--- config.mk ---
export PLATFORM = sky130hd
export DESIGN_NAME = esc_telemetry_gcr_decoder
export DESIGN_NICKNAME = d
export VERILOG_FILES = /design/src/hdl/escgcr_pkg.sv /design/src/hdl/esc_telemetry_gcr_decoder.sv /design/src/hdl/escgcr_div.sv
export SDC_FILE = /design/constraint.sdc
export NUM_CORES = 1
export LEC_CHECK = 0
export BUFFER_PORTS_ARGS = -buffer_cell sky130_fd_sc_hd__buf_2
export CORE_MARGIN = 2
export CORE_UTILIZATION = 65
export DETAILED_ROUTE_END_ITERATION = 8
export PLACE_DENSITY_LB_ADDON = 0.08
export SKIP_CTS_REPAIR_TIMING = 1
export SLEW_MARGIN = 15
export SYNTH_ARGS = -nofsm -noshare
export SYNTH_HDL_FRONTEND = slang
export SYNTH_HIERARCHICAL = 1
export SYNTH_SLANG_ARGS = --single-unit
export TNS_END_PERCENT = 50
--- constraint.sdc ---
create_clock -name clk -period 10.1 [get_ports clk]
set_input_delay 0.505 -clock clk [delete_from_list [all_inputs] [get_ports clk]]
set_output_delay 0.505 -clock clk [all_outputs]
set_load 0.01 [all_outputs]
--- src/hdl/escgcr_pkg.sv ---
package escgcr_pkg;

  // Number of motor channels that have a record
  localparam int CHANNELS = 8;
  localparam int CH_IDX_W = (CHANNELS > 1) ? $clog2(CHANNELS) : 1;

  // Divider: 600000 / period, period = 9-bit mantissa << odd exponent (max 7)
  localparam int DIVIDEND_W = 20;
  localparam int PERIOD_W   = 17;
  localparam int QUOT_W     = DIVIDEND_W;
  localparam logic [DIVIDEND_W-1:0] DIVIDEND = DIVIDEND_W'(600000);
  localparam logic [15:0] SPEED_MAX = 16'hffff;

  typedef logic [PERIOD_W-1:0] period_t;
  typedef logic [QUOT_W-1:0]   quot_t;

  typedef enum logic [2:0] {
    ST_EDT     = 3'd0,
    ST_ERPM    = 3'd1,
    ST_BADCODE = 3'd2,
    ST_CRC     = 3'd3,
    ST_IGNORED = 3'd4
  } status_t;

  typedef enum logic [1:0] {
    S_IDLE,
    S_DECODE,
    S_DIV,
    S_OUT
  } state_t;

  // GCR 5-bit group -> {valid, nibble}
  function automatic logic [4:0] nib_lookup(input logic [4:0] grp);
    logic [4:0] r;
    case (grp)
      5'd9:    r = {1'b1, 4'd9};
      5'd10:   r = {1'b1, 4'd10};
      5'd11:   r = {1'b1, 4'd11};
      5'd13:   r = {1'b1, 4'd13};
      5'd14:   r = {1'b1, 4'd14};
      5'd15:   r = {1'b1, 4'd15};
      5'd18:   r = {1'b1, 4'd2};
      5'd19:   r = {1'b1, 4'd3};
      5'd21:   r = {1'b1, 4'd5};
      5'd22:   r = {1'b1, 4'd6};
      5'd23:   r = {1'b1, 4'd7};
      5'd25:   r = {1'b1, 4'd0};
      5'd26:   r = {1'b1, 4'd8};
      5'd27:   r = {1'b1, 4'd1};
      5'd29:   r = {1'b1, 4'd4};
      5'd30:   r = {1'b1, 4'd12};
      default: r = 5'd0;
    endcase
    return r;
  endfunction

endpackage

--- src/hdl/esc_telemetry_gcr_decoder.sv ---
// Channel  Handshake                    Payload
// item     item_valid / item_stall      channel, raw_word, capture_time
// result   result_valid / result_stall  result_channel, status, ext_type,
//                                       ext_value, erpm_value, record_time
//
// One item at a time. Accept, a decode step, then the result register.
// eRPM updates pass through the bit-serial divider (600000 / period) before the
// result register; all other outcomes load it straight from the decode step.
// rst (synchronous) clears the sequencer and all channel records.
// item_stall is high from accept until the result item is taken; a stalled
// result holds its payload.
module esc_telemetry_gcr_decoder (
  input  logic                 clk,
  input  logic                 rst,
  input  logic                 item_valid,
  output logic                 item_stall,
  input  logic [3:0]           channel,
  input  logic [20:0]          raw_word,
  input  logic [31:0]          capture_time,
  output logic                 result_valid,
  input  logic                 result_stall,
  output logic [3:0]           result_channel,
  output escgcr_pkg::status_t  status,
  output logic [3:0]           ext_type,
  output logic [7:0]           ext_value,
  output logic [15:0]          erpm_value,
  output logic [31:0]          record_time
);
  import escgcr_pkg::*;

  state_t state;
  state_t state_next;

  // Latched item
  logic [3:0]  lat_ch;
  logic [20:0] lat_raw;
  logic [31:0] lat_time;

  // Per-channel records
  logic [3:0]  type_store  [CHANNELS];
  logic [7:0]  value_store [CHANNELS];
  logic [15:0] speed_store [CHANNELS];
  logic [31:0] time_store  [CHANNELS];

  // Decode path
  logic [19:0]         gcr;
  logic [15:0]         pkt;
  logic                bad;
  logic [4:0]          ent;
  logic [3:0]          crc_x;
  logic                crc_ok;
  logic [11:0]         pay;
  logic [2:0]          expo;
  logic [8:0]          mant;
  logic                ch_ok;
  logic [CH_IDX_W-1:0] idx;
  period_t             period;
  status_t             dec_status;
  logic                start_div;
  logic                div_done;
  quot_t               quotient;
  logic [15:0]         speed_sat;

  wire accept_in  = item_valid && !item_stall;
  wire accept_out = result_valid && !result_stall;

  assign item_stall = (state != S_IDLE);

  // Undo transition coding, map groups low first, check inverted checksum
  always_comb begin
    gcr = lat_raw[19:0] ^ lat_raw[20:1];
    bad = 1'b0;
    pkt = '0;
    ent = '0;
    for (int i = 0; i < 4; i++) begin
      ent = nib_lookup(gcr[5*i +: 5]);
      bad = bad | ~ent[4];
      pkt[4*i +: 4] = ent[3:0];
    end
    crc_x  = pkt[7:4] ^ pkt[11:8] ^ pkt[15:12];
    crc_ok = (~crc_x == pkt[3:0]);
    pay    = pkt[15:4];
    expo   = pay[11:9];
    mant   = pay[8:0];
    period = period_t'({8'd0, mant} << expo);
    ch_ok  = ({1'b0, lat_ch} < 5'(CHANNELS));
    idx    = lat_ch[CH_IDX_W-1:0];
  end

  // Outcome of the decode cycle
  always_comb begin
    dec_status = ST_IGNORED;
    start_div  = 1'b0;
    if (!ch_ok) begin
      dec_status = ST_IGNORED;
    end else if (bad) begin
      dec_status = ST_BADCODE;
    end else if (!crc_ok) begin
      dec_status = ST_CRC;
    end else if (pay == 12'd0) begin
      dec_status = ST_IGNORED;
    end else if (!expo[0]) begin
      dec_status = ST_EDT;
    end else if (mant == 9'd0) begin
      dec_status = ST_IGNORED;
    end else begin
      dec_status = ST_ERPM;
      start_div  = (state == S_DECODE);
    end
  end

  escgcr_div u_div (
    .clk      (clk),
    .rst      (rst),
    .start    (start_div),
    .divisor  (period),
    .done     (div_done),
    .quotient (quotient)
  );

  // Saturate eRPM/100 to 16 bits
  assign speed_sat = (quotient[QUOT_W-1:16] != '0) ? SPEED_MAX : quotient[15:0];

  always_ff @(posedge clk) begin
    if (rst) begin
      state <= S_IDLE;
    end else begin
      state <= state_next;
    end
  end

  always_comb begin
    state_next = state;
    case (state)
      S_IDLE: begin
        if (accept_in) state_next = S_DECODE;
      end
      S_DECODE: begin
        state_next = start_div ? S_DIV : S_OUT;
      end
      S_DIV: begin
        if (div_done) state_next = S_OUT;
      end
      S_OUT: begin
        if (accept_out) state_next = S_IDLE;
      end
      default: state_next = S_IDLE;
    endcase
  end

  assign result_valid = (state == S_OUT);

  always_ff @(posedge clk) begin
    if (accept_in) begin
      lat_ch   <= channel;
      lat_raw  <= raw_word;
      lat_time <= capture_time;
    end
  end

  // Records: cleared by reset, written on an accepted update
  always_ff @(posedge clk) begin
    if (rst) begin
      for (int c = 0; c < CHANNELS; c++) begin
        type_store[c]  <= '0;
        value_store[c] <= '0;
        speed_store[c] <= '0;
        time_store[c]  <= '0;
      end
    end else if (state == S_DECODE && ch_ok && dec_status == ST_EDT) begin
      type_store[idx]  <= pay[11:8];
      value_store[idx] <= pay[7:0];
      time_store[idx]  <= lat_time;
    end else if (state == S_DIV && div_done) begin
      speed_store[idx] <= speed_sat;
      time_store[idx]  <= lat_time;
    end
  end

  // Result register, loaded with the record as it stands after the update (zeros for an out-of-range channel)
  always_ff @(posedge clk) begin
    if (state == S_DECODE && !start_div) begin
      result_channel <= lat_ch;
      status         <= dec_status;
      if (!ch_ok) begin
        ext_type    <= '0;
        ext_value   <= '0;
        erpm_value  <= '0;
        record_time <= '0;
      end else if (dec_status == ST_EDT) begin
        ext_type    <= pay[11:8];
        ext_value   <= pay[7:0];
        erpm_value  <= speed_store[idx];
        record_time <= lat_time;
      end else begin
        ext_type    <= type_store[idx];
        ext_value   <= value_store[idx];
        erpm_value  <= speed_store[idx];
        record_time <= time_store[idx];
      end
    end else if (state == S_DIV && div_done) begin
      result_channel <= lat_ch;
      status         <= ST_ERPM;
      ext_type       <= type_store[idx];
      ext_value      <= value_store[idx];
      erpm_value     <= speed_sat;
      record_time    <= lat_time;
    end
  end

endmodule

--- src/hdl/escgcr_div.sv ---
module escgcr_div (
  input  logic                clk,
  input  logic                rst,
  input  logic                start,
  input  escgcr_pkg::period_t divisor,
  output logic                done,
  output escgcr_pkg::quot_t   quotient
);
  import escgcr_pkg::*;

  // Restoring divider of the fixed dividend, one quotient bit per cycle
  logic                      busy;
  logic [$clog2(QUOT_W)-1:0] cnt;
  logic [PERIOD_W-1:0]       rem;
  logic [PERIOD_W-1:0]       rem_next;
  logic [QUOT_W-1:0]         quo;
  logic [QUOT_W-1:0]         quo_next;
  logic [PERIOD_W-1:0]       dvs;
  logic [PERIOD_W:0]         shifted;
  logic [PERIOD_W:0]         diff;
  logic                      ge;

  always_comb begin
    shifted  = {rem, quo[QUOT_W-1]};
    ge       = (shifted >= {1'b0, dvs});
    diff     = shifted - {1'b0, dvs};
    rem_next = ge ? diff[PERIOD_W-1:0] : shifted[PERIOD_W-1:0];
    quo_next = {quo[QUOT_W-2:0], ge};
  end

  always_ff @(posedge clk) begin
    if (rst) begin
      busy <= 1'b0;
      done <= 1'b0;
      cnt  <= '0;
    end else begin
      done <= 1'b0;
      if (start) begin
        busy <= 1'b1;
        cnt  <= '0;
      end else if (busy) begin
        cnt <= cnt + 1'b1;
        if (cnt == ($clog2(QUOT_W))'(QUOT_W - 1)) begin
          busy <= 1'b0;
          done <= 1'b1;
        end
      end
    end
  end

  always_ff @(posedge clk) begin
    if (start) begin
      rem <= '0;
      quo <= DIVIDEND;
      dvs <= divisor;
    end else if (busy) begin
      rem <= rem_next;
      quo <= quo_next;
    end
  end

  assign quotient = quo;

endmodule
# ---- Word level (Yosys, flattened, before mapping)
# Memories as Yosys holds them, arrays and structs flattened. A register that Yosys moved wholly into a read port is not among the register bits.
# Cells that the tools add are included.
dict set report totals {
  in_bits 61
  output_inout_bits 69
  mem_bits_rw 480
  mem_count 8
  elab_cells 141
  register_bits 187
  mem_bits_ro 640
}
dict set report classes {
  reduce_logical 23
  shift 1
  n_lt_le_gt_ge 2
  bitwise 13
  n_mux 68
  add_sub_neg 2
  n_eq_ne 8
}
# memory depth width rd rd_ports_with_merged_regs wr line_no
set memory_table {}
lappend memory_table {time_store 8 32 1 1 8 esc_telemetry_gcr_decoder.sv:43} ;# logic [31:0] time_store [CHANNELS];
lappend memory_table {{(name not given)} 32 5 1 0 0 escgcr_pkg.sv:35} ;# case (grp)
lappend memory_table {{(name not given)} 32 5 1 0 0 escgcr_pkg.sv:35}
lappend memory_table {{(name not given)} 32 5 1 0 0 escgcr_pkg.sv:35}
lappend memory_table {{(name not given)} 32 5 1 0 0 escgcr_pkg.sv:35}
lappend memory_table {speed_store 8 16 1 1 8 esc_telemetry_gcr_decoder.sv:42} ;# logic [15:0] speed_store [CHANNELS];
lappend memory_table {{+2 memories} -- -- -- -- -- --}
# operator count
set op_table {}
lappend op_table {{$mux 32} 6}
lappend op_table {{$mux 16} 5}
lappend op_table {{$mux 3} 16}
lappend op_table {{$mux 8} 5}
lappend op_table {{$reduce_or 32->1} 1}
lappend op_table {{$mux 4} 7}
lappend op_table {{$mux 1} 24}
lappend op_table {{$xor 20x20->20} 1}
lappend op_table {{$ge 18x17->1} 1}
lappend op_table {{$mux 17} 1}
lappend op_table {{$shl 9x3->17} 1}
lappend op_table {{$sub 17x17->17} 1}
lappend op_table {{$reduce_or 16->1} 1}
lappend op_table {{$logic_not 12->1} 1}
lappend op_table {{$logic_not 9->1} 1}
lappend op_table {{$pmux 2 s4} 1}
lappend op_table {{$reduce_or 8->1} 1}
lappend op_table {{$xor 4x4->4} 2}
lappend op_table {{$logic_and 1x1->1} 6}
lappend op_table {{$mux 2} 3}
lappend op_table {{$add 5x1->5 const B} 1}
lappend op_table {{$eq 5x5->1 const B} 1}
lappend op_table {{$not 1->1} 5}
lappend op_table {{$eq 2x2->1 const B} 2}
lappend op_table {{other kinds (16)} 23}

# ---- Depth between registers and ports, before layout
# Gate-level depths: netlist of the first run.
# An unclocked memory read counts as a cell.
dict set report depth {
  depth_word 17
  ltp_mapped 17
  depth_no_buf 15
}

# ---- Cells and area by module
# Netlist of the first run, hierarchy kept.
# module cells_per_inst instances seq_area_each_um2 area_each_um2
set modules_own_cells {}
lappend modules_own_cells {esc_telemetry_gcr_decoder 1970 1 18237.5 28541.1}
lappend modules_own_cells {escgcr_div 319 1 1391.3 3129.3}

# ---- Worst setup path before layout of the first run
# OpenSTA, ideal clock, no wires.
dict set report synth_path {
  path_kind {register to register}
  startpoint {register lat_raw[10]}
  endpoint {register u_div.rem[10]}
  period_less_slack_ns 5.221
  path_slack_ns 4.879
  required_ns 9.984
  path_stages_with_launch 16
  path_buffers 2
  setup_ns 0.116
  arrival_time_ns 5.105
  cell_sequence {edfxtp_1 -> buf_2 -> buf_2 -> xor2_1 -> ha_1 -> and3b_1 -> o22ai_1 -> a221oi_1 -> xnor2_1 -> xnor2_1 -> nand4_1 -> nor4_1 -> inv_1 -> nand2_1 -> inv_1 -> a31o_1}
}
dict set report synth_between {
  elab_chain_cells 9
  elab_cells_between_ends 20
  classes_between {1 x eq/ne; 6 x mux; 9 x bitwise; 2 x reduce/logical; 2 x memory}
}
# element line_no
set synth_lines {}
lappend synth_lines {{start, declared} esc_telemetry_gcr_decoder.sv:36} ;# logic [20:0] lat_raw;
lappend synth_lines {{start signal, assigned} esc_telemetry_gcr_decoder.sv:156} ;# lat_raw <= raw_word;
lappend synth_lines {{$xor 20x20->20 (*)} esc_telemetry_gcr_decoder.sv:71} ;# gcr = lat_raw[19:0] ^ lat_raw[20:1];
lappend synth_lines {{$mem_v2 32x5} --}
lappend synth_lines {{$logic_not 9->1 / $xor 4x4->4 (equally long branches)} {esc_telemetry_gcr_decoder.sv:104, esc_telemetry_gcr_decoder.sv:80}}
lappend synth_lines {{$mux 1 / $xor 4x4->4 (equally long branches)} {esc_telemetry_gcr_decoder.sv:104, esc_telemetry_gcr_decoder.sv:80}}
lappend synth_lines {{$mux 1 / $not 4->4 (equally long branches)} {esc_telemetry_gcr_decoder.sv:102, esc_telemetry_gcr_decoder.sv:81}}
lappend synth_lines {{$mux 1 / $eq 4x4->1 (equally long branches)} {esc_telemetry_gcr_decoder.sv:100, esc_telemetry_gcr_decoder.sv:81}}
lappend synth_lines {{$mux 1} esc_telemetry_gcr_decoder.sv:98} ;# end else if (!crc_ok) begin
lappend synth_lines {{$mux 1 (*)} esc_telemetry_gcr_decoder.sv:96} ;# end else if (bad) begin
lappend synth_lines {{$mux 1 (*)} esc_telemetry_gcr_decoder.sv:94} ;# if (!ch_ok) begin
lappend synth_lines {{via start_div} esc_telemetry_gcr_decoder.sv:59} ;# logic start_div;
lappend synth_lines {{end signal, assigned} escgcr_div.sv:57} ;# rem <= rem_next;
lappend synth_lines {{end, declared} escgcr_div.sv:14} ;# logic [PERIOD_W-1:0] rem;
# The timed path passes the listed nets; every way through them passes the cells marked *.
# A chain may end at the register's enable or synchronous reset.

==> key figures, run 1 <==
Status
  – Status: finished clean

Clock network
  – Clock Sinks: 670
  – Clk buf depth: 3
  – Clock transition at path regs: 0.06 ns
  – CTS root buf: clkbuf_16
  – Worst skew pair latency: 0.61 ns
  – Num CTS Buffers: 69
  – CTS tree: done
  – H-Tree Depth: 3

Pwr
  – Sw frac: 0.3009
  – Share of power burned in registers: 0.456
  – Internal power: 0.005531 W
  – PwrDens: 226.7 nW/um2
  – Part of the power in combinational logic: 0.237
  – Sw Pwr: 0.002380 W
  – VDD IR max: 0.0001985 V
  – Leak: 13.56 nW
  – Clock power share: 0.307

Die
  – Core area: 47,950 um2
  – Die Wd: 224.7 um
  – Total die area: 50,510 um2
  – Initial core utilization: 0.6605
  – IO Pins: 130
  – Std-Cell Rows: 80
  – Die height: 224.7 um

Layout
  – Fillers: 3,076
  – Fin area: 34,900 um2
  – Layout Area Growth over Synthesis: 10.20%
  – Post-Layout Cell Count: 3,013
  – Highest-count cells in the layout ignoring fill and taps: edfxtp_1 (621), and3_1 (258), nor3_1 (210), buf_2 (129)
  – Layout cells sized above 1: 0.2012
  – Commonest non-fill, non-tap cell in the layout: edfxtp_1
  – Final net count: 2,432

Synthesis
  – Avg Cell Area, Syn: 13.84 um2
  – Netlist Area Pre-Place: 31,670 um2
  – Sequential area share after synthesis: 0.6198
  – Yosys warning total: 6
  – Synth Register Bits: 670
  – Post-synth ARST share: 0
  – Number of flops mapped to enable cells by yosys: 621
  – Post-Synthesis Cells: 2,289
  – Top FF cell, synth: edfxtp_1
  – Netlist cell types: 78

Global route
  – Initial antenna violation count: 1
  – Vias in the first global route: 19,842
  – GRT overflow: 0
  – Largest net degree at the start of global routing: 134
  – First-pass GRT wire length: 111,600 um
  – Total GRT Usage: 0.2915

STA
  – Worst-Margin Slew: 1.203 ns
  – Max Clock Skew: 0.02533 ns
  – Post-layout minimum cycle time: 6.228 ns
  – RSZ-0062 raised after global routing: no
  – Finish-stage setup viols: 0
  – Hold Fails Final Rpt: 0
  – Crit share post-route: 0.6166
  – Max Freq: 0.1606 GHz
  – Setup TNS: 0 ns
  – Relative slew slack: 0.1983
  – Final count of pins violating max slew: 0

Setup path
  – Slowest stage delay, CP: 0.87 ns
  – Critical Path Sink: time_store[0][1]$_SDFFCE_PN0P_
  – Cell Chain, Critical Path: xor2_1, ha_1, mux2_2, a221oi_2, xnor2_1, xnor2_1, nand3_1, o31ai_4, buf_4, buf_4, a21o_1, buf_4
  – Worst setup EP type: flip-flop
  – R2R Path Start: lat_raw[5]$_DFFE_PP_
  – CP Data Arrival Time: 6.45 ns
  – CP max stage cell: buf_4
  – FF-to-FF End: time_store[0][1]$_SDFFCE_PN0P_
  – Most common cell on crit path: buf_4
  – Critical path class: reg -> reg
  – WP data required: 10.33 ns
  – CP startpoint: lat_raw[5]$_DFFE_PP_
  – R2R depth: 12
  – Worst reg-to-reg setup slack: 3.87 ns
  – Crit path max fanout: 133
  – Critical Path Source Type: flip-flop

Routing
  – Detailed router's first-iteration violation count: 2,093
  – Routed wire length: 72,360 um
  – Vias/cell: 6.555
  – Via count: 19,750
  – First-pass detailed-route iteration total: 5
  – Drt drc: 0
  – WL/cell: 24.02 um
  – Antenna Nets Post-Route: 0

Placed design
  – DP Area: 32,760 um2
  – Post-DP HPWL: 40,540 um
  – Gp weighted congestion: 0.8296
  – I/O Buffers: 129
  – Placed cells: 2,883

Hold path
  – Min-Delay Path Class: in -> reg

Run
  – Max-cap violations: 0
==> cells by family (layout without fill, tap and decap cells) <==
family	after synthesis	after routing	synth area share
compound gates	207	207	0.04733
xor+xnor	46	46	0.01359
fa+ha+maj	32	32	0.01288
buf+inv	248	347	0.03295
flops	670	670	0.6198
mux	260	260	0.1304
other cells	1	11	0.0001184
simple gates	825	825	0.1430
==> synth_stat cells, types with 4 or more instances <==
master     instances  area share
xnor2_1           26      0.0072
ha_1              31       0.012
nand4_1            4     0.00079
a21o_1            27      0.0064
or2_2             19      0.0038
nor3_2            20      0.0063
a311oi_1           4      0.0011
o21ai_1            5     0.00079
o211ai_1          35      0.0083
mux2i_1          120       0.038
and3_1           258       0.051
o21bai_1          12      0.0028
a31oi_1            6      0.0012
a21oi_1           17      0.0027
edfxtp_1         621        0.59
xor2_1            18      0.0050
nor2b_1           17      0.0034
nor2_1           104       0.012
nor3_1           215       0.034
clkbuf_1         139       0.016
buf_2             39      0.0062
mux4_2           120       0.085
nand4b_1           4      0.0011
dfxtp_1           49       0.031
buf_6              7      0.0025
a2111oi_0          4      0.0011
mux2_2            20      0.0071
nand2_1           91       0.011
buf_1             21      0.0025
o21a_1             6      0.0014
nand3_1           18      0.0028
nor3b_1            6      0.0014
a211oi_1          13      0.0031
nand2b_1          48      0.0095
o22ai_1            7      0.0014
o21ai_0           29      0.0046
inv_1             38      0.0045
==> layout make-up <==
| class | instances | area [um2] | share of cell area |
|---|---|---|---|
| flip-flops and latches | 670 | 19640 | 0.5628 |
| multi-input cells | 1379 | 11160 | 0.3198 |
| clock buffers | 105 | 1956 | 0.05603 |
| repair buffers | 180 | 1041 | 0.02983 |
| well taps | 615 | 769.5 | 0.02205 |
| clock inverters | 23 | 182.7 | 0.005234 |
| inverters | 39 | 146.4 | 0.004194 |
| diodes | 2 | 5.005 | 0.0001434 |
==> worst max-delay path: cells and delay by family, from the launching register on <==
family                     cells  cell delay, ns
adders and majority gates      1            0.25
and+or+nand+nor                1            0.24
DFF                            1            0.79
xor gates and xnor gates       3            0.71
muxes                          1            0.26
AOI/OAI and AO/OA              3            1.37
buffers and inverters          3            2.16
==> how the worst min path moves through the flow <==
| stage | to | slack [ns] | from | depth (start not counted) |
|---|---|---|---|---|
| floorplan | result_channel[2]$_DFFE_PP_ | 0.45 | lat_ch[2]$_DFFE_PP_ | 0 |
| global placement | u_div/quotient[19]$_SDFFE_PP1P_ | 0.48 | u_div/quotient[18]$_SDFFE_PP0P_ | 2 |
| detailed placement | u_div/quotient[7]$_SDFFE_PP1P_ | 0.49 | u_div/quotient[7]$_SDFFE_PP1P_ | 2 |
| CTS | lat_time[18]$_DFFE_PP_ | 0.04 | capture_time[18] | 1 |
| global route | lat_time[18]$_DFFE_PP_ | 0.04 | capture_time[18] | 1 |
| finish | lat_time[18]$_DFFE_PP_ | 0.06 | capture_time[18] | 1 |
==> metal layers <==
layer,track usage,wire length (um),part of all wire,vias up
li1,-,-,-,8912
met1,0.4081,29140,0.40,9761
met2,0.4669,34960,0.48,925
met3,0.05500,6299,0.087,152
met4,0.09934,1967,0.027,0
met5,0,0,0,-
==> state kept, by name, indices dropped and copies added (netlist names), 2 cells and up, named ones only <==
register / count
time_store: 256
u_div/cnt: 5
record_time: 32
type_store: 32
speed_store: 128
ext_value: 8
state: 2
lat_time: 32
value_store: 64
lat_raw: 21
u_div/dvs: 17
u_div/quotient: 20
status: 3
lat_ch: 4
u_div/rem: 17
result_channel: 4
erpm_value: 16
ext_type: 4
==> stage by stage <==
stage	hold slack (ns)	utilization	setup WS, ns	power, W
final	0.06462	0.7279	3.872	0.007911
after global placement	0.4756	0.6832	4.143	0.005481
after detailed placement	0.4877	0.6832	4.000	0.005531
after floorplan	0.4491	-	4.879	0.004918
after global routing	0.04089	0.7279	3.324	0.008224
after CTS	0.03956	0.7278	3.941	0.007952
==> power groups by stage <==
stage	Sequential, W	Clock (W)	Combinational [W]
after floorplan	0.00355	0	0.00137
after global placement	0.00365	0	0.00183
after detailed placement	0.00366	0	0.00187
after CTS	0.00361	0.00246	0.00188
after global routing	0.00364	0.00256	0.00202
final	0.00361	0.00243	0.00187
No activity file was read; power rests on OpenSTA's default activity.
==> run 2: changes to the inputs <==
--- a/config.mk
+++ b/config.mk
@@ -7,7 +7,7 @@
 export LEC_CHECK = 0
 export BUFFER_PORTS_ARGS = -buffer_cell sky130_fd_sc_hd__buf_2
 export CORE_MARGIN = 2
-export CORE_UTILIZATION = 65
+export CORE_UTILIZATION = 62
 export DETAILED_ROUTE_END_ITERATION = 8
 export PLACE_DENSITY_LB_ADDON = 0.08
 export SKIP_CTS_REPAIR_TIMING = 1
==> constraint.sdc (replaced) <==
create_clock -name clk -period 6.45 [get_ports clk]
set_input_delay 0.3225 -clock clk [delete_from_list [all_inputs] [get_ports clk]]
set_output_delay 0.3225 -clock clk [all_outputs]
set_load 0.01 [all_outputs]
==> key figures, run 2 (same netlist as run 1, synthesis figures left out) <==
Layout
  – Final Util: 0.7094 (was 0.7279)
  – Layout Area Growth over Synthesis: 12.61% (was 10.20%)
  – Biggest register: time_store (unchanged)
  – Diode count: 0 (was 2)
  – Commonest non-fill, non-tap cell in the layout: edfxtp_1 (unchanged)
  – Layout cells sized above 1: 0.2016 (was 0.2012)
  – Highest-count cells in the layout ignoring fill and taps: edfxtp_1 (621), and3_1 (258), nor3_1 (210), buf_2 (129) (unchanged)
  – Max reg flops: 256 (unchanged)
  – Biggest regs: time_store (256), speed_store (128), value_store (64) (unchanged)
  – Final net count: 2,495 (was 2,432)

Setup path
  – Critical Path Source Type: flip-flop (unchanged)
  – Worst setup EP type: flip-flop (unchanged)
  – WP data required: 6.55 ns (was 10.33 ns)
  – Crit path max fanout: 67 (was 133)
  – Critical path class: reg -> reg (unchanged)
  – Worst reg-to-reg setup slack: 1.51 ns (was 3.87 ns)
  – CP Data Arrival Time: 5.04 ns (was 6.45 ns)

STA
  – Hold Fails Final Rpt: 0 (unchanged)
  – Worst-Margin Slew: 1.174 ns (was 1.203 ns)
  – Max Freq: 0.2024 GHz (was 0.1606 GHz)
  – Crit share post-route: 0.7658 (was 0.6166)
  – Final count of pins violating max slew: 0 (unchanged)
  – RSZ-0062 raised after global routing: no (unchanged)
  – Finish-stage setup viols: 0 (unchanged)
  – Post-layout minimum cycle time: 4.940 ns (was 6.228 ns)
  – Relative slew slack: 0.2128 (was 0.1983)
  – Final worst slack: 1.510 ns (was 3.872 ns)
  – Max Clock Skew: 0.02922 ns (was 0.02533 ns)
  – Setup TNS: 0 ns (unchanged)

Die
  – IO Pins: 130 (unchanged)
  – Total die area: 52,900 um2 (was 50,510 um2)
  – Die height: 230.0 um (was 224.7 um)
  – Initial core utilization: 0.6300 (was 0.6605)
  – Core area: 50,270 um2 (was 47,950 um2)
  – Std-Cell Rows: 82 (was 80)
  – Die Wd: 230.0 um (was 224.7 um)

Routing
  – Vias/cell: 6.451 (was 6.555)
  – Drt drc: 0 (unchanged)
  – Routed wire length: 75,150 um (was 72,360 um)
  – Antenna Nets Post-Route: 0 (unchanged)
  – WL/cell: 24.03 um (was 24.02 um)
  – Detailed router's first-iteration violation count: 1,983 (was 2,093)
  – First-pass detailed-route iteration total: 5 (unchanged)
  – Via count: 20,171 (was 19,750)

Pwr
  – PwrDens: 352.0 nW/um2 (was 226.7 nW/um2)
  – Power, Total: 0.01255 W (was 0.007911 W)
  – Leak: 13.88 nW (was 13.56 nW)
  – VDD IR max: 0.0002717 V (was 0.0001985 V)

Clock network
  – Clock transition at path regs: 0.06 ns (about the same)
  – Worst skew pair latency: 0.62 ns (was 0.61 ns)
  – Clock Sinks: 670 (unchanged)
  – CTS tree: done (unchanged)
  – H-Tree Depth: 3 (unchanged)
  – CTS root buf: clkbuf_16 (unchanged)
  – Clk buf depth: 3 (unchanged)
  – Num CTS Buffers: 69 (unchanged)

Placed design
  – Gp weighted congestion: 0.8700 (was 0.8296)
  – I/O Buffers: 129 (unchanged)
  – Post-DP HPWL: 41,670 um (was 40,540 um)
  – Dpl ws: 1.605 ns (was 4.000 ns)

Hold path
  – Min-Delay Path Class: in -> reg (unchanged)

Global route
  – First-pass GRT wire length: 115,100 um (was 111,600 um)
  – Vias in the first global route: 20,053 (was 19,842)
  – Total GRT Usage: 0.2838 (was 0.2915)
  – Largest net degree at the start of global routing: 133 (was 134)
  – GRT overflow: 0 (unchanged)
  – Initial antenna violation count: 0 (was 1)

Run
  – Max-cap violations: 0 (unchanged)

Status
  – Status: finished clean (unchanged)
run 2: final cells by class:
class                           count  area (um2)
Multi-Input combinational cell   1379       11170
Clock buffer                       88        1904
Tap cell                          672       840.8
Sequential cell                   670       19640
Inverter                           39       146.4
Timing Repair Buffer              243        1669
Clock inverter                     36       295.3
Fill cell                        3342       14610
run 2: worst max-delay path, cell delays in order, from the launching register on:
cell	delay, ns
edfxtp_1	0.83
xor2_1	0.32
ha_1	0.31
o21ai_0	0.08
o311a_1	0.54
xnor2_1	0.15
xnor2_1	0.25
nand4_1	0.40
o31ai_4	0.35
buf_4	0.44
nand2_4	0.67
run 2: through the flow:
step,std cells,cell area (um2),hold WS [ns]
after detailed placement,2946,32890,0.4898
final,3127,35660,0.1051
after floorplan,2297,31700,0.3941
after CTS,3070,35090,-0.1429
after global placement,2946,32890,0.4713
after global routing,3127,35660,0.1541
run 2: worst paths after layout:
check | from | to | cells past startpoint
worst max register to register | lat_raw[5]$_DFFE_PP_ | erpm_value[15]$_DFFE_PP_ | 10
worst min-delay path | result_stall | state[0]$_SDFFE_PP0P_ | 4
worst min register to register | u_div/quotient[18]$_SDFFE_PP0P_ | u_div/quotient[19]$_SDFFE_PP1P_ | 2
worst max-delay path | lat_raw[5]$_DFFE_PP_ | erpm_value[15]$_DFFE_PP_ | 10
run 2: routing by layer:
metal	global-route usage	wire length, um	vias up
li1	-	-	9028
met1	0.3968	30000	10069
met2	0.4573	36770	933
met3	0.05084	6628	141
met4	0.09335	1746	0
met5	0	0	-
run 2: power breakdown:
part	internal [W]	switching [W]	leakage [nW]
Combinational	0.00124	0.00178	6.13
Clock	0.00225	0.00166	1.07
Sequential	0.00526	0.000353	6.67
==> run 3: changes to the inputs <==
--- a/config.mk
+++ b/config.mk
@@ -5,6 +5,7 @@
 export SDC_FILE = /design/constraint.sdc
 export NUM_CORES = 1
 export LEC_CHECK = 0
+export ABC_AREA = 1
 export BUFFER_PORTS_ARGS = -buffer_cell sky130_fd_sc_hd__buf_2
 export CORE_MARGIN = 2
 export CORE_UTILIZATION = 62
==> constraint.sdc (replaced) <==
create_clock -name clk -period 4.8 [get_ports clk]
set_input_delay 0.24 -clock clk [delete_from_list [all_inputs] [get_ports clk]]
set_output_delay 0.24 -clock clk [all_outputs]
set_load 0.01 [all_outputs]
==> key figures, run 3 <==
Status
  – Status: finished clean (unchanged)

Clock network
  – Clk buf depth: 3 (unchanged)
  – CTS tree: done (unchanged)
  – Num CTS Buffers: 71 (was 69)
  – CTS root buf: clkbuf_16 (unchanged)
  – Clock Sinks: 670 (unchanged)
  – H-Tree Depth: 3 (unchanged)
  – Worst skew pair latency: 0.61 ns (was 0.62 ns)
  – Clock transition at path regs: 0.06 ns (about the same)

Global route
  – Largest net degree at the start of global routing: 241 (was 133)
  – First-pass GRT wire length: 127,300 um (was 115,100 um)
  – Vias in the first global route: 23,124 (was 20,053)
  – GRT overflow: 0 (unchanged)
  – Initial antenna violation count: 1 (was 0)
  – Total GRT Usage: 0.3130 (was 0.2838)

Die
  – Std-Cell Rows: 82 (unchanged)
  – Core area: 49,970 um2 (was 50,270 um2)
  – IO Pins: 130 (unchanged)
  – Initial core utilization: 0.6244 (was 0.6300)
  – Total die area: 52,130 um2 (was 52,900 um2)
  – Die Wd: 228.3 um (was 230.0 um)
  – Die height: 228.3 um (was 230.0 um)

Setup path
  – Critical path class: reg -> reg (unchanged)
  – Worst setup EP type: flip-flop (unchanged)
  – WP data required: 5.04 ns (was 6.55 ns)
  – Crit path max fanout: 12 (was 67)
  – CP Data Arrival Time: 4.60 ns (was 5.04 ns)
  – Critical Path Source Type: flip-flop (unchanged)

Routing
  – Routed wire length: 82,340 um (was 75,150 um)
  – Detailed router's first-iteration violation count: 2,909 (was 1,983)
  – Vias/cell: 5.882 (was 6.451)
  – WL/cell: 20.34 um (was 24.03 um)
  – First-pass detailed-route iteration total: 6 (was 5)
  – Drt drc: 0 (unchanged)
  – Via count: 23,816 (was 20,171)
  – Antenna Nets Post-Route: 0 (unchanged)

STA
  – Setup TNS: 0 ns (unchanged)
  – Hold Fails Final Rpt: 0 (unchanged)
  – Final worst slack: 0.4487 ns (was 1.510 ns)
  – Max Clock Skew: 0.02827 ns (was 0.02922 ns)
  – RSZ-0062 raised after global routing: no (unchanged)
  – Max Freq: 0.2298 GHz (was 0.2024 GHz)
  – Final count of pins violating max slew: 0 (unchanged)
  – Hold Slack: 0.1146 ns (was 0.1051 ns)
  – Worst-Margin Slew: 1.147 ns (was 1.174 ns)
  – Finish-stage setup viols: 0 (unchanged)
  – Relative slew slack: 0.2329 (was 0.2128)
  – Post-layout minimum cycle time: 4.351 ns (was 4.940 ns)
  – Crit share post-route: 0.9065 (was 0.7658)

Pwr
  – PwrDens: 504.0 nW/um2 (was 352.0 nW/um2)
  – VDD IR max: 0.0003876 V (was 0.0002717 V)
  – Leak: 14.60 nW (was 13.88 nW)

Synthesis
  – Yosys warning total: 6 (unchanged)
  – Post-Synthesis Cells: 3,174 (was 2,289)
  – Largest cells by area after synthesis: edfxtp_1 (60%), nor2_1 (11%), nand2_1 (5.6%) (was edfxtp_1 (59%), mux4_2 (8.5%), and3_1 (5.1%))
  – Top FF cell, synth: edfxtp_1 (unchanged)
  – Leading area contributor after synthesis: edfxtp_1 (unchanged)
  – Netlist cell types: 49 (was 78)
  – Synth Register Bits: 670 (unchanged)
  – Post-synth ARST share: 0 (unchanged)
  – Avg Cell Area, Syn: 9.830 um2 (was 13.84 um2)
  – Number of flops mapped to enable cells by yosys: 621 (unchanged)
  – Sequential area share after synthesis: 0.6291 (was 0.6198)
  – Synth cell count leaders: nor2_1 (919), edfxtp_1 (621), nand2_1 (467) (was edfxtp_1 (621), and3_1 (258), nor3_1 (215))
  – Synth top area share: 0.5977 (was 0.5888)
  – Netlist Area Pre-Place: 31,200 um2 (was 31,670 um2)
  – Most common cell in the netlist: nor2_1 (was edfxtp_1)

Placed design
  – Post-DP HPWL: 51,510 um (was 41,670 um)
  – Dpl ws: 0.5416 ns (was 1.605 ns)
  – I/O Buffers: 129 (unchanged)
  – DP Area: 32,270 um2 (was 32,890 um2)
  – Gp weighted congestion: 0.9693 (was 0.8700)

Layout
  – Fin area: 35,040 um2 (was 35,660 um2)
  – Biggest regs: time_store (256), speed_store (128), value_store (64) (unchanged)
  – Final net count: 3,420 (was 2,495)
  – Layout Area Growth over Synthesis: 12.32% (was 12.61%)
  – Layout cells sized above 1: 0.1140 (was 0.2016)
  – Biggest register: time_store (unchanged)
  – Diode count: 0 (unchanged)
  – Highest-count cells in the layout ignoring fill and taps: nor2_1 (917), edfxtp_1 (621), nand2_1 (466), o21ai_0 (347), inv_1 (170) (was edfxtp_1 (621), and3_1 (258), nor3_1 (210), buf_2 (129))
  – Max reg flops: 256 (unchanged)
  – Commonest non-fill, non-tap cell in the layout: nor2_1 (was edfxtp_1)

Run
  – Max-cap violations: 0 (unchanged)

Hold path
  – Min-Delay Path Class: in -> reg (unchanged)
## run 3: cell types whose count changed after synthesis, moves of 70 or more
cell,change
inv_1,+135
nand2_1,+376
nor3_1,-200
nor2_1,+815
nand3_1,+70
mux2i_1,-116
o21ai_0,+319
mux4_2,-120
and3_1,-257
## run 3: cell families after synthesis
kind of cell    count (synthesis)  share of synthesized area
simple gates                 1569                     0.2033
flops                         670                     0.6291
compound gates                519                    0.09488
mux                             4                   0.001283
other cells                     1                  0.0001202
buf+inv                       369                    0.05538
fa+ha+maj                      32                    0.01307
xor+xnor                       10                   0.002807
## run 3: stage by stage
stage / std cells / utilization / total power (W)
after floorplan: 3182 / - / 0.01071
after global placement: 3867 / 0.6458 / 0.01232
after detailed placement: 3867 / 0.6458 / 0.01243
after CTS: 3990 / 0.6892 / 0.01756
after global routing: 4049 / 0.7014 / 0.01849
final: 4049 / 0.7014 / 0.01766
## run 3: path summary, 6_finish.rpt
path / start / depth (start not counted) / slack (ns) / end
worst max-delay path: lat_raw[15]$_DFFE_PP_ / 20 / 0.45 / value_store[1][3]$_SDFFCE_PN0P_
worst min register to register: u_div/cnt[4]$_SDFFE_PP0P_ / 1 / 0.46 / u_div/cnt[4]$_SDFFE_PP0P_
worst min-delay path: result_stall / 6 / 0.11 / state[0]$_SDFFE_PP0P_
worst max register to register: lat_raw[15]$_DFFE_PP_ / 20 / 0.45 / value_store[1][3]$_SDFFCE_PN0P_
## run 3: cell type report
class                           count  area (um2)
Sequential cell                   670       19640
Clock inverter                     35       239.0
Multi-Input combinational cell   2143        9897
Tap cell                          672       840.8
Inverter                          192       729.5
Timing Repair Buffer              249        1774
Clock buffer                       88        1928
Fill cell                        3765       14920
## run 3: report_power, final
part	switching [W]	internal, W	total, W	leakage, nW
sequential	0.000310	0.00705	0.00736	6.67
clock	0.00223	0.00296	0.00519	1.07
combinational	0.00368	0.00144	0.00512	6.86
## run 3: critical path, stage by stage, from the launching register on
cell      delay (ns)
edfxtp_1        0.43
inv_1           0.12
nand2_1         0.06
nand2_1         0.13
inv_1           0.10
ha_1            0.22
inv_1           0.08
nand2_1         0.08
o21ai_0         0.24
nand2_1         0.32
nand2_1         0.13
nand2_1         0.09
nor2_1          0.14
nor2_2          0.07
nor2_4          0.14
o211ai_2        0.10
nor2_2          0.28
nand3_2         0.15
inv_1           0.27
nand2_1         0.33
nand2_1         0.53
## run 3: routing by layer
| metal | GRT usage | part of all wire |
|---|---|---|
| met3 | 0.05027 | 0.082 |
| met1 | 0.4340 | 0.41 |
| met2 | 0.5054 | 0.48 |
| met4 | 0.1136 | 0.027 |
| met5 | 0 | 0.00022 |
